File: src/sv/sts_pkg.sv
// Shared types, phase codes and next-state functions of the siren tone sequencer.
// No dependencies; used by every module of the block.
package sts_pkg;

   localparam int PERIOD_BITS = 16;
   localparam int PHASE_BITS  = 5;
   localparam int TICK_BITS   = 11;
   localparam int STEP_BITS   = 6;
   localparam int CMD_BITS    = 4;
   localparam int CSR_IDX_BITS = 3;
   localparam int CSR_DATA_BITS = 16;
   localparam int RUN_EXTRA   = 4;

   localparam logic [PHASE_BITS-1:0] PH_IDLE      = 5'd0;
   localparam logic [PHASE_BITS-1:0] PH_STEADY    = 5'd1;
   localparam logic [PHASE_BITS-1:0] PH_RINGING   = 5'd2;
   localparam logic [PHASE_BITS-1:0] PH_CHOP_ON   = 5'd3;
   localparam logic [PHASE_BITS-1:0] PH_CHOP_OFF  = 5'd4;
   localparam logic [PHASE_BITS-1:0] PH_CHOPS_ON  = 5'd5;
   localparam logic [PHASE_BITS-1:0] PH_CHOPS_OFF = 5'd6;
   localparam logic [PHASE_BITS-1:0] PH_UP        = 5'd7;
   localparam logic [PHASE_BITS-1:0] PH_UP_WAIT   = 5'd8;
   localparam logic [PHASE_BITS-1:0] PH_UP_NEXT   = 5'd9;
   localparam logic [PHASE_BITS-1:0] PH_DOWN      = 5'd10;
   localparam logic [PHASE_BITS-1:0] PH_DOWN_WAIT = 5'd11;
   localparam logic [PHASE_BITS-1:0] PH_DOWN_NEXT = 5'd12;
   localparam logic [PHASE_BITS-1:0] PH_CONF      = 5'd13;
   localparam logic [PHASE_BITS-1:0] PH_CONF_GAP  = 5'd14;
   localparam logic [PHASE_BITS-1:0] PH_CONF_BEEP = 5'd15;
   localparam logic [PHASE_BITS-1:0] PH_SHORT     = 5'd16;
   localparam logic [PHASE_BITS-1:0] PH_HALF      = 5'd17;
   localparam logic [PHASE_BITS-1:0] PH_LONG      = 5'd18;
   localparam logic [PHASE_BITS-1:0] PH_BEEP_WAIT = 5'd19;
   localparam logic [PHASE_BITS-1:0] PH_STOP      = 5'd20;

   localparam logic [CMD_BITS-1:0] CMD_STOP       = 4'd0;
   localparam logic [CMD_BITS-1:0] CMD_STEADY     = 4'd1;
   localparam logic [CMD_BITS-1:0] CMD_CHOP_LONG  = 4'd2;
   localparam logic [CMD_BITS-1:0] CMD_CHOP_SHORT = 4'd3;
   localparam logic [CMD_BITS-1:0] CMD_SWEEP_UP   = 4'd4;
   localparam logic [CMD_BITS-1:0] CMD_SWEEP_DOWN = 4'd5;
   localparam logic [CMD_BITS-1:0] CMD_CONFIRM    = 4'd6;
   localparam logic [CMD_BITS-1:0] CMD_SHORT      = 4'd7;
   localparam logic [CMD_BITS-1:0] CMD_HALF       = 4'd8;
   localparam logic [CMD_BITS-1:0] CMD_LONG       = 4'd9;

   localparam logic [CSR_IDX_BITS-1:0] REG_FIXED_PERIOD = 3'd0;
   localparam logic [CSR_IDX_BITS-1:0] REG_SWEEP_START  = 3'd1;
   localparam logic [CSR_IDX_BITS-1:0] REG_SWEEP_STEP   = 3'd2;
   localparam logic [CSR_IDX_BITS-1:0] REG_SWEEP_COUNT  = 3'd3;
   localparam logic [CSR_IDX_BITS-1:0] REG_SWEEP_DWELL  = 3'd4;
   localparam logic [CSR_IDX_BITS-1:0] REG_SHORT_TICKS  = 3'd5;
   localparam logic [CSR_IDX_BITS-1:0] REG_HALF_TICKS   = 3'd6;
   localparam logic [CSR_IDX_BITS-1:0] REG_LONG_TICKS   = 3'd7;

   localparam logic [TICK_BITS-1:0] CHOP_LONG_TICKS  = 11'd1500;
   localparam logic [TICK_BITS-1:0] CHOP_SHORT_TICKS = 11'd500;
   localparam logic [STEP_BITS-1:0] CONFIRM_REPEATS  = 6'd7;

   typedef struct packed {
      logic [15:0] fixed_tone_period;
      logic [15:0] sweep_start;
      logic [7:0]  sweep_step;
      logic [5:0]  sweep_count;
      logic [10:0] sweep_dwell;
      logic [10:0] short_beep_ticks;
      logic [10:0] half_beep_ticks;
      logic [10:0] long_beep_ticks;
   } sts_cfg_type;

   typedef struct packed {
      logic [PHASE_BITS-1:0]  phase;
      logic [TICK_BITS-1:0]   timeout_left;
      logic [STEP_BITS-1:0]   steps_left;
      logic [PERIOD_BITS-1:0] period_now;
      logic                   amp_enabled;
   } sts_state_type;

   function automatic logic is_transient(input logic [PHASE_BITS-1:0] p);
      return p == PH_STEADY || p == PH_UP || p == PH_UP_NEXT || p == PH_DOWN ||
             p == PH_DOWN_NEXT || p == PH_CONF || p == PH_SHORT ||
             p == PH_HALF || p == PH_LONG || p == PH_STOP;
   endfunction

   function automatic logic [PHASE_BITS-1:0] entry_phase(input logic [CMD_BITS-1:0] cmd);
      logic [PHASE_BITS-1:0] p;
      case (cmd)
         CMD_STOP:       p = PH_STOP;
         CMD_STEADY:     p = PH_STEADY;
         CMD_CHOP_LONG:  p = PH_CHOP_ON;
         CMD_CHOP_SHORT: p = PH_CHOPS_ON;
         CMD_SWEEP_UP:   p = PH_UP;
         CMD_SWEEP_DOWN: p = PH_DOWN;
         CMD_CONFIRM:    p = PH_CONF;
         CMD_SHORT:      p = PH_SHORT;
         CMD_HALF:       p = PH_HALF;
         CMD_LONG:       p = PH_LONG;
         default:        p = PH_STOP;
      endcase
      return p;
   endfunction

   function automatic sts_state_type sweep_next(input sts_state_type s, input sts_cfg_type c,
                                                input logic up,
                                                input logic [PHASE_BITS-1:0] wait_phase);
      sts_state_type n;
      logic [PERIOD_BITS-1:0] step;
      n = s;
      step = PERIOD_BITS'(c.sweep_step);
      if (s.steps_left != '0) begin
         n.period_now = up ? s.period_now + step : s.period_now - step;
      end else begin
         n.steps_left = c.sweep_count;
         n.period_now = c.sweep_start[PERIOD_BITS-1:0];
      end
      n.timeout_left = c.sweep_dwell;
      n.phase = wait_phase;
      return n;
   endfunction

   function automatic sts_state_type run_once(input sts_state_type s, input sts_cfg_type c);
      sts_state_type n;
      logic t0;
      n = s;
      t0 = (s.timeout_left == '0);
      case (s.phase)
         PH_IDLE, PH_RINGING: begin
         end
         PH_STEADY: begin
            n.period_now = c.fixed_tone_period[PERIOD_BITS-1:0];
            n.amp_enabled = 1'b1;
            n.phase = PH_RINGING;
         end
         PH_CHOP_ON: begin
            if (t0) begin
               n.period_now = c.fixed_tone_period[PERIOD_BITS-1:0];
               n.amp_enabled = 1'b1;
               n.phase = PH_CHOP_OFF;
               n.timeout_left = CHOP_LONG_TICKS;
            end
         end
         PH_CHOP_OFF: begin
            if (t0) begin
               n.amp_enabled = 1'b0;
               n.phase = PH_CHOP_ON;
               n.timeout_left = CHOP_SHORT_TICKS;
            end
         end
         PH_CHOPS_ON: begin
            if (t0) begin
               n.period_now = c.fixed_tone_period[PERIOD_BITS-1:0];
               n.amp_enabled = 1'b1;
               n.phase = PH_CHOPS_OFF;
               n.timeout_left = CHOP_SHORT_TICKS;
            end
         end
         PH_CHOPS_OFF: begin
            if (t0) begin
               n.amp_enabled = 1'b0;
               n.phase = PH_CHOPS_ON;
               n.timeout_left = CHOP_LONG_TICKS;
            end
         end
         PH_UP: begin
            n.steps_left = '0;
            n.amp_enabled = 1'b1;
            n.phase = PH_UP_NEXT;
         end
         PH_UP_WAIT: begin
            if (t0) begin
               if (s.steps_left != '0) n.steps_left = s.steps_left - 1'b1;
               n.phase = PH_UP_NEXT;
            end
         end
         PH_UP_NEXT: n = sweep_next(s, c, 1'b1, PH_UP_WAIT);
         PH_DOWN: begin
            n.steps_left = '0;
            n.amp_enabled = 1'b1;
            n.phase = PH_DOWN_NEXT;
         end
         PH_DOWN_WAIT: begin
            if (t0) begin
               if (s.steps_left != '0) n.steps_left = s.steps_left - 1'b1;
               n.phase = PH_DOWN_NEXT;
            end
         end
         PH_DOWN_NEXT: n = sweep_next(s, c, 1'b0, PH_DOWN_WAIT);
         PH_CONF: begin
            n.steps_left = CONFIRM_REPEATS;
            n.timeout_left = c.short_beep_ticks;
            n.amp_enabled = 1'b1;
            n.phase = PH_CONF_BEEP;
         end
         PH_CONF_GAP: begin
            if (t0) begin
               if (s.steps_left != '0) begin
                  n.steps_left = s.steps_left - 1'b1;
                  n.timeout_left = c.short_beep_ticks;
                  n.amp_enabled = 1'b1;
                  n.phase = PH_CONF_BEEP;
               end else begin
                  n.phase = PH_STOP;
               end
            end
         end
         PH_CONF_BEEP: begin
            if (t0) begin
               n.amp_enabled = 1'b0;
               n.phase = PH_CONF_GAP;
               n.timeout_left = c.short_beep_ticks;
            end
         end
         PH_SHORT: begin
            n.timeout_left = c.short_beep_ticks;
            n.amp_enabled = 1'b1;
            n.phase = PH_BEEP_WAIT;
         end
         PH_HALF: begin
            n.timeout_left = c.half_beep_ticks;
            n.amp_enabled = 1'b1;
            n.phase = PH_BEEP_WAIT;
         end
         PH_LONG: begin
            n.timeout_left = c.long_beep_ticks;
            n.amp_enabled = 1'b1;
            n.phase = PH_BEEP_WAIT;
         end
         PH_BEEP_WAIT: begin
            if (t0) n.phase = PH_STOP;
         end
         default: begin
            n.amp_enabled = 1'b0;
            n.phase = PH_IDLE;
         end
      endcase
      return n;
   endfunction

endpackage

File: src/sv/sts_csr.sv
// Configuration register file of the siren tone sequencer.
// Depends on sts_pkg for the register indexes and the configuration struct.
module sts_csr (
   input  logic                             clock,
   input  logic                             reset,
   input  logic                             csr_wr_en,
   input  logic [sts_pkg::CSR_IDX_BITS-1:0]  csr_index,
   input  logic [sts_pkg::CSR_DATA_BITS-1:0] csr_wdata,
   output sts_pkg::sts_cfg_type             cfg
);
   import sts_pkg::*;

   sts_cfg_type cfg_ff, cfg_in;

   always_comb begin
      cfg_in = cfg_ff;
      if (csr_wr_en) begin
         case (csr_index)
            REG_FIXED_PERIOD: cfg_in.fixed_tone_period = csr_wdata;
            REG_SWEEP_START:  cfg_in.sweep_start = csr_wdata;
            REG_SWEEP_STEP:   cfg_in.sweep_step = csr_wdata[7:0];
            REG_SWEEP_COUNT:  cfg_in.sweep_count = csr_wdata[5:0];
            REG_SWEEP_DWELL:  cfg_in.sweep_dwell = csr_wdata[10:0];
            REG_SHORT_TICKS:  cfg_in.short_beep_ticks = csr_wdata[10:0];
            REG_HALF_TICKS:   cfg_in.half_beep_ticks = csr_wdata[10:0];
            REG_LONG_TICKS:   cfg_in.long_beep_ticks = csr_wdata[10:0];
            default: begin
            end
         endcase
      end
   end

   always_ff @(posedge clock) begin
      if (reset) begin
         cfg_ff.fixed_tone_period <= 16'd1250;
         cfg_ff.sweep_start <= 16'd1400;
         cfg_ff.sweep_step <= 8'd10;
         cfg_ff.sweep_count <= 6'd40;
         cfg_ff.sweep_dwell <= 11'd15;
         cfg_ff.short_beep_ticks <= 11'd200;
         cfg_ff.half_beep_ticks <= 11'd400;
         cfg_ff.long_beep_ticks <= 11'd1000;
      end else begin
         cfg_ff <= cfg_in;
      end
   end

   assign cfg = cfg_ff;

endmodule

File: src/sv/sts_step.sv
// Next-state logic of the siren tone sequencer for one tick or command beat.
// Depends on sts_pkg for the phase functions and state struct.
module sts_step (
   input  sts_pkg::sts_state_type               cur,
   input  sts_pkg::sts_cfg_type                 cfg,
   input  logic                                 func,
   input  logic [sts_pkg::CMD_BITS-1:0]          command,
   output sts_pkg::sts_state_type               nxt
);
   import sts_pkg::*;

   sts_state_type s;

   always_comb begin
      s = cur;
      if (func) begin
         s.phase = entry_phase(command);
      end else if (cur.timeout_left != '0) begin
         s.timeout_left = cur.timeout_left - 1'b1;
      end
      s = run_once(s, cfg);
      for (int i = 0; i < RUN_EXTRA; i++) begin
         if (is_transient(s.phase)) s = run_once(s, cfg);
      end
      nxt = s;
   end

endmodule

File: src/sv/siren_tone_sequencer_unit.sv
// Top level of the siren tone sequencer: input register, state update, result register.
// Depends on sts_pkg, sts_csr and sts_step.
//
//   port group | dir | handshake          | payload
//   req_       | in  | req_valid/stall    | func, command
//   rsp_       | out | rsp_valid/stall    | amp_on, tone_period, tone_high, active
//   csr_       | in  | csr_wr_en          | csr_index, csr_wdata
//
// One beat per clock unless stalled; beats pass the input, then the result register.
// The state update is one pass through sts_step between the two registers.
// Reset clears the state, the valid flags and loads the register defaults.
// req_stall rises only when the input register is full and the result is held.
module siren_tone_sequencer_unit (
   input  logic                             clock,
   input  logic                             reset,
   input  logic                             req_valid,
   output logic                             req_stall,
   input  logic                             req_func,
   input  logic [sts_pkg::CMD_BITS-1:0]      req_command,
   output logic                             rsp_valid,
   input  logic                             rsp_stall,
   output logic                             rsp_amp_on,
   output logic [15:0]                      rsp_tone_period,
   output logic [14:0]                      rsp_tone_high,
   output logic                             rsp_active,
   input  logic                             csr_wr_en,
   input  logic [sts_pkg::CSR_IDX_BITS-1:0]  csr_index,
   input  logic [sts_pkg::CSR_DATA_BITS-1:0] csr_wdata
);
   import sts_pkg::*;

   sts_cfg_type   cfg;
   sts_state_type st_ff, st_nxt;

   logic                s1_valid_ff, s1_valid_in;
   logic                s1_func_ff;
   logic [CMD_BITS-1:0] s1_cmd_ff;
   logic                s1_adv, req_take;

   logic        rsp_valid_ff, rsp_valid_in;
   logic        amp_ff, active_ff;
   logic [15:0] period_ff;
   logic [14:0] high_ff;

   sts_csr u_csr (
      .clock     (clock),
      .reset     (reset),
      .csr_wr_en (csr_wr_en),
      .csr_index (csr_index),
      .csr_wdata (csr_wdata),
      .cfg       (cfg)
   );

   sts_step u_step (
      .cur     (st_ff),
      .cfg     (cfg),
      .func    (s1_func_ff),
      .command (s1_cmd_ff),
      .nxt     (st_nxt)
   );

   assign s1_adv   = s1_valid_ff && (!rsp_valid_ff || !rsp_stall);
   assign req_stall = s1_valid_ff && !s1_adv;
   assign req_take = req_valid && !req_stall;

   assign s1_valid_in  = req_take || (s1_valid_ff && !s1_adv);
   assign rsp_valid_in = s1_adv || (rsp_valid_ff && rsp_stall);

   always_ff @(posedge clock) begin
      if (reset) begin
         s1_valid_ff <= 1'b0;
         rsp_valid_ff <= 1'b0;
         st_ff <= '0;
      end else begin
         s1_valid_ff <= s1_valid_in;
         rsp_valid_ff <= rsp_valid_in;
         if (s1_adv) st_ff <= st_nxt;
      end
   end

   always_ff @(posedge clock) begin
      if (req_take) begin
         s1_func_ff <= req_func;
         s1_cmd_ff <= req_command;
      end
      if (s1_adv) begin
         amp_ff <= st_nxt.amp_enabled;
         period_ff <= 16'(st_nxt.period_now);
         high_ff <= 15'(st_nxt.period_now >> 1);
         active_ff <= (st_nxt.phase != PH_IDLE);
      end
   end

   assign rsp_valid       = rsp_valid_ff;
   assign rsp_amp_on      = amp_ff;
   assign rsp_tone_period = period_ff;
   assign rsp_tone_high   = high_ff;
   assign rsp_active      = active_ff;

`ifndef ASSERT_OFF
   a_settled: assert property (@(posedge clock) disable iff (reset)
      !is_transient(st_ff.phase))
      else $error("state register holds an unresolved entry phase");
   a_idle_quiet: assert property (@(posedge clock) disable iff (reset)
      (st_ff.phase == PH_IDLE) |-> !st_ff.amp_enabled)
      else $error("amplifier enabled while idle");
   a_stall_full: assert property (@(posedge clock) disable iff (reset)
      req_stall |-> (s1_valid_ff && rsp_valid_ff))
      else $error("request stalled with room downstream");
   a_adv_out: assert property (@(posedge clock) disable iff (reset)
      s1_adv |=> rsp_valid_ff)
      else $error("advanced beat lost before result register");
   a_amp_active: assert property (@(posedge clock) disable iff (reset)
      (rsp_valid_ff && amp_ff) |-> active_ff)
      else $error("result shows amplifier on while inactive");
`endif

endmodule

File: config.mk
export PLATFORM = sky130hd
export DESIGN_NAME = siren_tone_sequencer_unit
export DESIGN_NICKNAME = d
export VERILOG_FILES = /design/src/sv/sts_pkg.sv /design/src/sv/sts_csr.sv /design/src/sv/sts_step.sv /design/src/sv/siren_tone_sequencer_unit.sv
export SDC_FILE = /design/constraint.sdc
export NUM_CORES = 1
export LEC_CHECK = 0
export BUFFER_PORTS_ARGS = -buffer_cell sky130_fd_sc_hd__buf_2
export CAP_MARGIN = 20
export CORE_UTILIZATION = 30
export DETAILED_ROUTE_END_ITERATION = 10
export PLACE_DENSITY_LB_ADDON = 0.3
export SETUP_SLACK_MARGIN = 0.2
export SLEW_MARGIN = 40
export SYNTH_ARGS = -nofsm -noshare
export SYNTH_HDL_FRONTEND = slang
export SYNTH_SLANG_ARGS = --single-unit
File: constraint.sdc
create_clock -name clock -period 5.99 [get_ports clock]
set_input_delay 0.2995 -clock clock [delete_from_list [all_inputs] [get_ports clock]]
set_output_delay 0.2995 -clock clock [all_outputs]
set_load 0.02 [all_outputs]
# == Word-level counts from Yosys, hierarchy flattened ==
# Memory sizes are Yosys's and may differ from the RTL's. A register that Yosys moved wholly into a read port is not among the register bits.
# Index checks and enable logic that the tools add are counted.
# word_totals
ff_bits,169
rom_bits,80
input_bits,29
output_inout_bits,35
elab_cells,400
n_memories,1
# classes
n_addsub,16
n_eq_ne,106
n_mux,133
n_reduce_logical,123
# memory_table
name,words,width,read_ports,rd_clocked_by_memory_dff,wr,line,source
(no name shown),16,5,1,1,0,sts_pkg.sv:87,case (cmd)
# op_table
cell,count
two-way mux 16 bit,35
case mux 11 bit (10 select lines),5
case mux 5 bit (17 select lines),5
case mux 16 bit (4 select lines),5
== test 5 x 4 -> 1 bit (second input constant),40
two-way mux 17 bit,10
two-way mux 39 bit,4
case mux 6 bit (5 select lines),5
== test 5 bit (second input constant),24
two-way mux 22 bit,5
two-way mux 5 bit,21
== test 5 x 3 -> 1 bit (second input constant),20
two-way mux 6 bit,15
adder 16 x 8 -> 16 bit,5
subtractor 16 x 8 -> 16 bit,5
OR reduction 7 bit,10
OR reduction 2 bit,30
logical NOT 11 bit,5
== test 5 x 2 -> 1 bit (second input constant),10
logical OR 1 bit,39
nonzero test 6 bit,5
OR reduction 3 bit,10
subtractor 6 x 1 -> 6 bit (second input constant),5
== test 5 x 1 -> 1 bit (second input constant),5
other kinds (15),55

# == Logic depth before layout (Yosys ltp) ==
# Gate-level depths: netlist of the first run.
# depth
depth_word,51
ltp_mapped,26
ltp_nobuf,24

# == By module ==
# From an unflattened synthesis of the first run, not the netlist that was laid out.
# hier_totals
hier_cells,1407
area_unflattened_um2,11837.6
# modules_own_cells
module,n_inst,cells_per_inst,area_per_inst_um2,seq_area_each_um2
sts_step,1,851,5584.1,0.0
sts_csr,1,337,3599.7,1801.7
siren_tone_sequencer_unit,1,219,2653.8,1511.4

# == Worst setup path after synthesis of the first run ==
# No wires, ideal clock.
# synth_path
path_type,register to register
from,register st_ff[25] in the netlist's numbering
to,"register period_ff[10], in the netlist rsp_tone_period[10], data pin"
setup_ns,0.255
t_arrival_ns,5.149
required_ns,5.735
setup_slack_ns,0.585
stages_incl_launch_ff,25
path_buffers,3
period_less_slack_ns,5.405
cell_sequence,dfxtp_1 -> buf_6 -> or4_1 -> nor4b_1 -> mux2i_1 -> and4_1 -> buf_2 -> nand2_4 -> buf_4 -> a21o_1 -> a221oi_1 -> inv_1 -> ha_1 -> inv_1 -> fa_1 -> o21ba_2 -> o21ai_0 -> a21o_1 -> a21oi_1 -> o21bai_1 -> a21oi_1 -> a21oi_1 -> and3_1 -> or4_1 -> and3_1
# synth_lines
element,line,source
"start, declared",siren_tone_sequencer_unit.sv:33,"sts_state_type st_ff, st_nxt;"
"start signal, assigned",siren_tone_sequencer_unit.sv:77,if (s1_adv) st_ff <= st_nxt;
"end signal, assigned",siren_tone_sequencer_unit.sv:88,period_ff <= 16'(st_nxt.period_now);
"end, declared",siren_tone_sequencer_unit.sv:42,logic [15:0] period_ff;

==> flow_summary.yaml, run 1 <==
outcome:
  outcome: "completed"
synthesis:
  syn_nets: 1593
  synth_top_cell_by_area: "dfxtp_1"
  synth_top_area_frac: 0.235
  ys_warn_count: 0
  netlist_area_sq_um: 11600
  synth_edf_count: 23
  yosysSeqAreaShare: 0.295
  synth_flop_cell: "dfxtp_1"
  synth_area_leaders: "dfxtp_1 (23%), nand2_1 (9.7%), a21oi_1 (6.3%)"
  synth_cell_types: 105
  synthCells: 1519
  avgSynthCellArea_sq_um: 7.63
  async_flop_share: 0
  ys_ff_latch: 159
route:
  drc: 0
  wl_per_cell_um: 20.3
  ant_nets: 0
  via_per_inst: 5.65
  firstDrtPassIters: 5
  drt_first_iter_violations: 1204
  vias: 11620
  routed_wl_um: 41700
global_routing:
  met2_usage: 0.317
  grt_usage: 0.211
  overflow: 0
  antenna_found_initial: 0
  globalRoute.busiestLayer: "met2"
  grtUsageMet1: 0.304
  grt_max_degree: 76
  grt_first_pass_wirelength_um: 63900
  met3_usage: 0.0388
  grt_pass1_vias: 10778
sta:
  setup_viol: 0
  rsz0062_at_grt: "no"
  fmax_mhz: 181
  worstMarginPinSlew_ps: 881
  tns_ps: 0
  slew_viol_final: 0
  skew_ps: 18.7
  max_slew_margin: 0.406
  hold_violations: 0
  finalCritPeriodShare: 0.922
  min_period_ps: 5520
worst_setup_path:
  r2r_start: "s1_func_ff"
  cp.required_ps: 6190
  endpoint_kind: "flip-flop"
  cp_slowest_stage_delay_ps: 500
  critPathKind: "flip-flop to flip-flop"
  rr_endpoint: "rsp_tone_period[13]"
  critical_path.cell_chain: "buf_4 > or4b_4 > o31a_1 > a311o_2 > a21oi_4 > nand2_4 > a21o_1 > buf_4 > a221o_1 > ha_1 > inv_1 > o21a_1 > o21ai_0 > a21oi_2 > o21ai_1 > a211o_1 > a22oi_2 > nand4_1 > xnor2_1 > a222oi_1 > nand2_1"
  critPathLaunchType: "flip-flop"
  cpMaxStageDelayCell: "edfxtp_1"
  worstPathArrival_ps: 5730
  rrSetupSlack_ps: 470
  cp_common_cell: "buf_4"
  cp_max_fo: 6
  r2r_cells: 21
floorplanning:
  die_w_um: 199
  initial_utilization: 0.306
  core_sq_um: 37800
  die_y_um: 199
  die-area_sq_um: 39400
  ios: 64
  num_rows: 71
finish:
  fin_cells: 2056
  nets: 1606
  final_cell_mix: "nand2_1 (300), a21oi_1 (145), dfxtp_1 (136)"
  fillers: 4108
  area_growth_pct: 12.3
  antenna-diode-count: 0
  layout_commonest_cell: "nand2_1"
  drive_above_1_share: 0.140
power:
  p_leak_uw: 0.00506
  ir_worst_vdd_v: 0.000215
  p_per_area_nw_per_um2: 287
clocking:
  tritoncts.num_buffers: 17
  cts_sinks: 159
  cts_root_buf: "clkbuf_16"
  clk_path_buf_depth: 2
  postCtsHoldBufs: 0
  cts-htree-levels: 4
  tritoncts: "yes"
  worstSkewPairLatency_ps: 460
  clk_pin_slew_ps: 80
hold_path:
  hold_start: "req_command[0]"
  holdPathEnd: "s1_cmd_ff[0]"
  min_path_type: "input pin to flip-flop"
  worstHoldPathCells: 1
job:
  maxCapViolations: 0
placed_design:
  dp.cells: 2018
  hpwl_um: 30400
  numPortBuffers: 63
  gp_congestion: 0.938
final cells by class:
cell class / instances / area [sq um] / area share
clock buffer: 18 / 429 / 0.0330
timing repair buffer: 114 / 704 / 0.0541
sequential: 159 / 3410 / 0.262
inverter: 60 / 225 / 0.0173
tap: 511 / 639 / 0.0491
clock inverter: 14 / 163 / 0.0125
multi-input combinational: 1180 / 7440 / 0.572
sequential cells by signal, summed over array words and instances, names as in the netlist, named ones only:
register         flops
s1_cmd_ff            4
s1_func_ff           1
s1_valid_ff          1
rsp_tone_period     16
rsp_active           1
st_ff               39
u_csr.cfg           90
rsp_valid            1
rsp_amp_on           1
power breakdown:
part,internal (uW),switching [uW]
sequential,1150,80.3
clock,597,568
combinational,494,855
total,2240,1500
kinds of logic after synthesis:
logic type,count (synthesis),share of synthesized area
adder cells (fa/ha/maj),45,0.0512
AO/OA/AOI/OAI,444,0.269
multiplexers,33,0.0301
flip-flops,159,0.295
buffers and inverters,180,0.0699
XOR/XNOR,17,0.0129
AND/OR/NAND/NOR,641,0.272
metrics by stage:
step / hold WS [ps] / power (uW) / worst slack, ps / instance area [sq um] / util
after floorplan: 398 / 2180 / 585 / 11600 / -
after global placement: 443 / 2530 / 310 / 12300 / 0.325
after detailed placement: 448 / 2540 / 224 / 12300 / 0.325
after CTS: 26.1 / 3710 / 206 / 12900 / 0.341
after global routing: 29.7 / 3900 / 186 / 13000 / 0.344
final: 43.3 / 3740 / 468 / 13000 / 0.344
worst max-delay path by stage:
stage	slack, ps	end	depth (start not counted)	start
2_1_floorplan	590	rsp_tone_period[10]	24	st_ff[25]
3_3_place_gp	310	rsp_tone_period[10]	21	s1_func_ff
3_5_place_dp	220	rsp_tone_period[13]	20	s1_func_ff
4_1_cts	210	rsp_tone_period[13]	20	s1_func_ff
5_1_grt	190	rsp_tone_period[13]	20	st_ff[27]
6_report	470	rsp_tone_period[13]	21	s1_func_ff
cells in the mapped netlist (all sizes together), types with 7 or more instances:
cell type / n
nor3: 37
a22oi: 18
nor4: 9
nand4: 12
and2: 13
o31ai: 9
a31oi: 14
xor2: 8
o22ai: 15
nand2b: 14
o21a: 9
a222oi: 7
a211oi: 21
dfxtp: 136
o211ai: 21
ha: 41
a221oi: 23
o21ai: 41
buf: 38
nor4b: 7
nor2: 111
clkbuf: 82
a311oi: 9
a22o: 10
nand3: 34
mux2i: 21
nand3b: 34
edfxtp: 23
inv: 60
o221ai: 9
nand2: 302
and3: 7
mux2: 12
nor3b: 12
nor2b: 12
a21oi: 150
a221o: 9
a211o: 11
xnor2: 9
a21o: 11
worst max-delay path: cells and delay by family, from the launching register on:
family                   cells  cell delay, ps
AO/OA/AOI/OAI               12            2940
XOR/XNOR                     1             180
adder cells (fa/ha/maj)      1             330
buffers and inverters        3             470
flip-flops                   1             500
AND/OR/NAND/NOR              4             850
what timing repair did:
| item | CTS | global route |
|---|---|---|
| setup endpoints to repair | 0 | 14 |
| setup buffers | 0 | 6 |
| gates resized for setup | 0 | 17 |
routing by layer:
| layer | up-vias | share of wire |
|---|---|---|
| li1 | 5534 | - |
| met1 | 5568 | 0.48 |
| met2 | 459 | 0.43 |
| met3 | 59 | 0.075 |
| met4 | 0 | 0.018 |
| met5 | - | 0 |
Power figures use the tool's default switching activity.
==> run 2: changes to the inputs <==
--- a/config.mk
+++ b/config.mk
@@ -9,6 +9,7 @@
 export CAP_MARGIN = 20
 export CORE_UTILIZATION = 30
 export DETAILED_ROUTE_END_ITERATION = 10
+export HOLD_SLACK_MARGIN = 0.06
 export PLACE_DENSITY_LB_ADDON = 0.3
 export SETUP_SLACK_MARGIN = 0.2
 export SLEW_MARGIN = 40
==> run 2 against run 1 <==
Against the previous run:
- first-iteration DRC count shrank 0.75%
- clock skew increased by 0.87 ps
- register-to-register slack improved by 20 ps
- critical path depth unchanged
- non-clock buffer count is 5 higher
- combinational power barely moved
- final cell count is 0.24% higher
- global-route usage barely moved
- critical endpoint unchanged
- largest power group unchanged
- highest routed layer unchanged
==> flow_summary.yaml, run 2 (synthesis results as in run 1) <==
finish:
  final_cell_mix: "nand2_1 (300), a21oi_1 (145), dfxtp_1 (136)"
  fillers: 4100
  layout_commonest_cell: "nand2_1"
  antenna-diode-count: 0
  nets: 1611
  drive_above_1_share: 0.139
  largest_reg_flops: 90
  area_growth_pct: 12.8
power:
  power.share.clock: 0.311
  p_int_uw: 2240
  p_per_area_nw_per_um2: 286
  power.switching_uw: 1500
  pwr-share-seq: 0.328
  ir_worst_vdd_v: 0.000214
  p_sw_frac: 0.401
  comb_power_share: 0.361
  p_leak_uw: 0.00508
route:
  ant_nets: 0
  wl_per_cell_um: 20.2
  via_per_inst: 5.64
  vias: 11631
  drc: 0
  drt_first_iter_violations: 1195
  routed_wl_um: 41700
  firstDrtPassIters: 6
clocking:
  cts_root_buf: "clkbuf_16"
  tritoncts: "yes"
  clk_path_buf_depth: 2
  cts-htree-levels: 4
  tritoncts.num_buffers: 17
  worstSkewPairLatency_ps: 460
  cts_sinks: 159
  clk_pin_slew_ps: 80
placed_design:
  gp_congestion: 0.938
  hpwl_um: 30400
  numPortBuffers: 63
  dp_slack_ps: 224
global_routing:
  grt_max_degree: 76
  antenna_found_initial: 0
  overflow: 0
  grt_usage: 0.211
  grt_first_pass_wirelength_um: 63900
  grt_pass1_vias: 10789
worst_setup_path:
  cp_max_fo: 6
  critPathKind: "flip-flop to flip-flop"
  critPathLaunchType: "flip-flop"
  endpoint_kind: "flip-flop"
  r2r_cells: 21
  cp.required_ps: 6190
  rr_endpoint: "rsp_tone_period[13]"
  r2r_start: "s1_func_ff"
  worstPathArrival_ps: 5710
  rrSetupSlack_ps: 490
sta:
  hold_violations: 0
  setup_viol: 0
  skew_ps: 19.6
  tns_ps: 0
  min_period_ps: 5500
  max_slew_margin: 0.415
  fin_ws_ps: 485
  worstMarginPinSlew_ps: 869
  finalCritPeriodShare: 0.919
  rsz0062_at_grt: "no"
  fmax_mhz: 182
  slew_viol_final: 0
floorplanning:
  die-area_sq_um: 39400
  ios: 64
  die_y_um: 199
  die_w_um: 199
  core_sq_um: 37800
  num_rows: 71
  initial_utilization: 0.306
hold_path:
  holdPathEnd: "u_csr.cfg[86]"
  hold_start: "csr_wdata[12]"
  worstHoldPathCells: 3
  min_path_type: "input pin to flip-flop"
job:
  maxCapViolations: 0
outcome:
  outcome: "completed"
-- run 2: cell count changes in the layout (fill, tap and decap cells not counted) --
cell,change
dlygate4sd3_1,+5
-- run 2: worst max-delay path by stage --
stage                          endpoint  slack [ps]       start
finish              rsp_tone_period[13]         490  s1_func_ff
global route        rsp_tone_period[13]         190   st_ff[27]
CTS                 rsp_tone_period[13]         210  s1_func_ff
detailed placement  rsp_tone_period[13]         220  s1_func_ff
global placement    rsp_tone_period[10]         310  s1_func_ff
floorplan           rsp_tone_period[10]         590   st_ff[25]
-- run 2: layout make-up --
class / instances / area (sq um) / area share
tap: 511 / 639 / 0.0489
timing repair buffer: 119 / 754 / 0.0577
sequential: 159 / 3410 / 0.261
inverter: 60 / 225 / 0.0172
clock buffer: 18 / 429 / 0.0328
multi-input combinational: 1180 / 7440 / 0.570
clock inverter: 14 / 163 / 0.0124
-- run 2: metrics by stage --
stage                     instances  instance area [sq um]   util  total power [uW]  hold WS (ps)
after detailed placement       2018                  12300  0.325              2540           448
after global placement         2017                  12300  0.325              2530           443
after global routing           2061                  13100  0.345              3900          95.7
after CTS                      2055                  12900  0.342              3710          73.5
after floorplan                1519                  11600      -              2180           398
final                          2061                  13100  0.345              3740          89.7
-- run 2: power by group through the flow --
| stage | Clock, uW | Sequential (uW) | Combinational [uW] |
|---|---|---|---|
| after floorplan | 0 | 1220 | 961 |
| after global routing | 1220 | 1230 | 1450 |
| after CTS | 1180 | 1220 | 1300 |
| final | 1160 | 1230 | 1350 |
| after global placement | 0 | 1250 | 1290 |
| after detailed placement | 0 | 1250 | 1290 |
-- run 2: critical path: stages, from the launching register on --
cell and delay, ps:
edfxtp_1 500, buf_4 190, or4b_4 480, o31a_1 250, a311o_2 380, a21oi_4 180
nand2_4 70, a21o_1 210, buf_4 170, a221o_1 340, ha_1 330, inv_1 120
o21a_1 170, o21ai_0 110, a21oi_2 170, o21ai_1 110, a211o_1 320, a22oi_2 250
nand4_1 190, xnor2_1 180, a222oi_1 420, nand2_1 100
-- run 2: layer usage --
metal,global-route usage,share of wire,up-vias
met4,0.0595,0.016,0
met1,0.304,0.48,5581
li1,-,-,5542
met3,0.0388,0.073,51
met2,0.317,0.43,457
met5,0,0,-
-- run 2: repair_timing --
action                                  4_1_cts  5_1_grt
endpoints found under the hold margin         5        0
resized for setup                             0       17
endpoints found under the setup margin        0       14
hold buffers                                  5        0
buffers inserted                              0        6
==> run 3: changes to the inputs <==
--- a/config.mk
+++ b/config.mk
@@ -7,6 +7,7 @@
 export LEC_CHECK = 0
 export BUFFER_PORTS_ARGS = -buffer_cell sky130_fd_sc_hd__buf_2
 export CAP_MARGIN = 20
+export CORE_MARGIN = 10
 export CORE_UTILIZATION = 30
 export DETAILED_ROUTE_END_ITERATION = 10
 export HOLD_SLACK_MARGIN = 0.06
==> run 3 against run 2 <==
Against the previous run:
- critical path depth increased by 1
- register-to-register slack worse by 60 ps
- fmax shrank 1.1%
- flip-flop and latch count did not move
- die area increased by 19%
- critical endpoint is now rsp_tone_period[10]
- non-clock buffer count down 5
- first-iteration DRC count shrank 9.4%
- core utilization decreased by 0.086 points
- wire length shrank 0.33%
==> flow_summary.yaml, run 3 (synthesis results as in run 1) <==
global_routing:
  grt_first_pass_wirelength_um: 64100
  antenna_found_initial: 0
  grt_max_degree: 72
  grt_usage: 0.172
  grt_pass1_vias: 10668
  overflow: 0
route:
  ant_nets: 0
  routed_wl_um: 41500
  via_per_inst: 5.59
  drt_first_iter_violations: 1083
  firstDrtPassIters: 8
  wl_per_cell_um: 20.2
  drc: 0
  vias: 11503
worst_setup_path:
  critPathKind: "flip-flop to flip-flop"
  endpoint_kind: "flip-flop"
  worstPathArrival_ps: 5770
  critPathLaunchType: "flip-flop"
  cp.required_ps: 6190
  cp_max_fo: 6
clocking:
  clk_pin_slew_ps: 70
  tritoncts.num_buffers: 17
  cts-htree-levels: 4
  worstSkewPairLatency_ps: 460
  clk_path_buf_depth: 2
  cts_root_buf: "clkbuf_16"
  cts_sinks: 159
  tritoncts: "yes"
power:
  power.switching_uw: 1440
  power.share.clock: 0.298
  pwr-share-seq: 0.333
  p_sw_frac: 0.392
  ir_worst_vdd_v: 0.000206
  p_int_uw: 2240
  comb_power_share: 0.369
  p_per_area_nw_per_um2: 282
  p_leak_uw: 0.00505
sta:
  rsz0062_at_grt: "no"
  worstMarginPinSlew_ps: 851
  max_slew_margin: 0.426
  hold_violations: 0
  finalCritPeriodShare: 0.930
  slew_viol_final: 0
  min_period_ps: 5570
  setup_viol: 0
  skew_ps: 18.0
  tns_ps: 0
  fmax_mhz: 180
  whs_ps: 91.7
floorplanning:
  die_y_um: 217
  initial_utilization: 0.306
  ios: 64
  die-area_sq_um: 46900
  num_rows: 71
  core_sq_um: 37800
  die_w_um: 217
outcome:
  outcome: "completed"
finish:
  largest_reg_flops: 90
  fillers: 4148
  area_growth_pct: 12.5
  drive_above_1_share: 0.137
  nets: 1606
  multi_input_area_sq_um: 7470
  final_cell_mix: "nand2_1 (300), a21oi_1 (144), dfxtp_1 (136)"
  ff_latch_area_sq_um: 3410
  layout_commonest_cell: "nand2_1"
  antenna-diode-count: 0
job:
  maxCapViolations: 0
placed_design:
  hpwl_um: 31100
  numPortBuffers: 63
  gp_congestion: 0.969
hold_path:
  min_path_type: "input pin to flip-flop"
## run 3: cell types whose count changed in the layout (fill, tap and decap cells not counted), sizes merged
cell,before,now
clkbuf,18,19
clkinv,2,5
inv,70,66
buf,114,109
## run 3: worst max-delay path, stage by stage (launching register included)
cell,delay (ps)
dfxtp_1,370
inv_1,80
ha_2,210
or4b_4,470
o31a_1,240
a311o_2,420
a21oi_4,160
nand2_4,70
a21o_1,210
buf_4,170
a221o_1,410
buf_4,170
ha_1,210
o21ba_2,260
o21ai_0,100
a21o_1,240
a21oi_2,180
o21bai_1,100
a21oi_2,250
a21oi_1,90
and3_1,240
or4_1,480
and3_1,170
## run 3: layer usage
metal,track usage,vias to the layer above,part of all wire
met5,0,-,0
met4,0.0506,0,0.020
met3,0.0364,55,0.079
met2,0.255,437,0.43
met1,0.245,5469,0.47
li1,-,5542,-
## run 3: worst paths after layout
kind	startpoint	end	depth (start not counted)	slack, ps
max	st_ff[23]	rsp_tone_period[10]	22	420
min	req_valid	s1_valid_ff	3	90
max reg2reg	st_ff[23]	rsp_tone_period[10]	22	420
min reg2reg	u_csr.cfg[2]	u_csr.cfg[2]	2	460
## run 3: area by class of cell
cell class	count	share of cell area
Clock buffer	19	0.0340
Clock inverter	13	0.00979
Inverter	60	0.0173
Multi-Input combinational cell	1180	0.573
Sequential cell	159	0.262
Tap cell	511	0.0491
Timing Repair Buffer	114	0.0547
## run 3: repair_timing
action	4_1_cts	5_1_grt
hold endpoints to repair	5	0
setup endpoints to repair	2	12
gates resized for setup	2	17
hold buffers	5	0
pin swaps	0	6
cloned	0	0
buffers inserted	0	2
## run 3: metrics by stage
stage          instance area (sq um)  total power [uW]  setup slack [ps]  cells  utilization
2_1_floorplan                  11600              2180               585   1519            -
3_3_place_gp                   12300              2540               322   2017        0.325
3_5_place_dp                   12300              2550               219   2017        0.325
4_1_cts                        12900              3650               302   2054        0.342
5_1_grt                        13000              3870               175   2056        0.344
6_report                       13000              3680               422   2056        0.344
## run 3: power by group through the flow
stage | clock [uW] | sequential [uW] | combinational, uW
global route | 1160 | 1230 | 1480
global placement | 0 | 1240 | 1290
detailed placement | 0 | 1250 | 1300
floorplan | 0 | 1220 | 961
finish | 1100 | 1220 | 1360
CTS | 1120 | 1220 | 1310
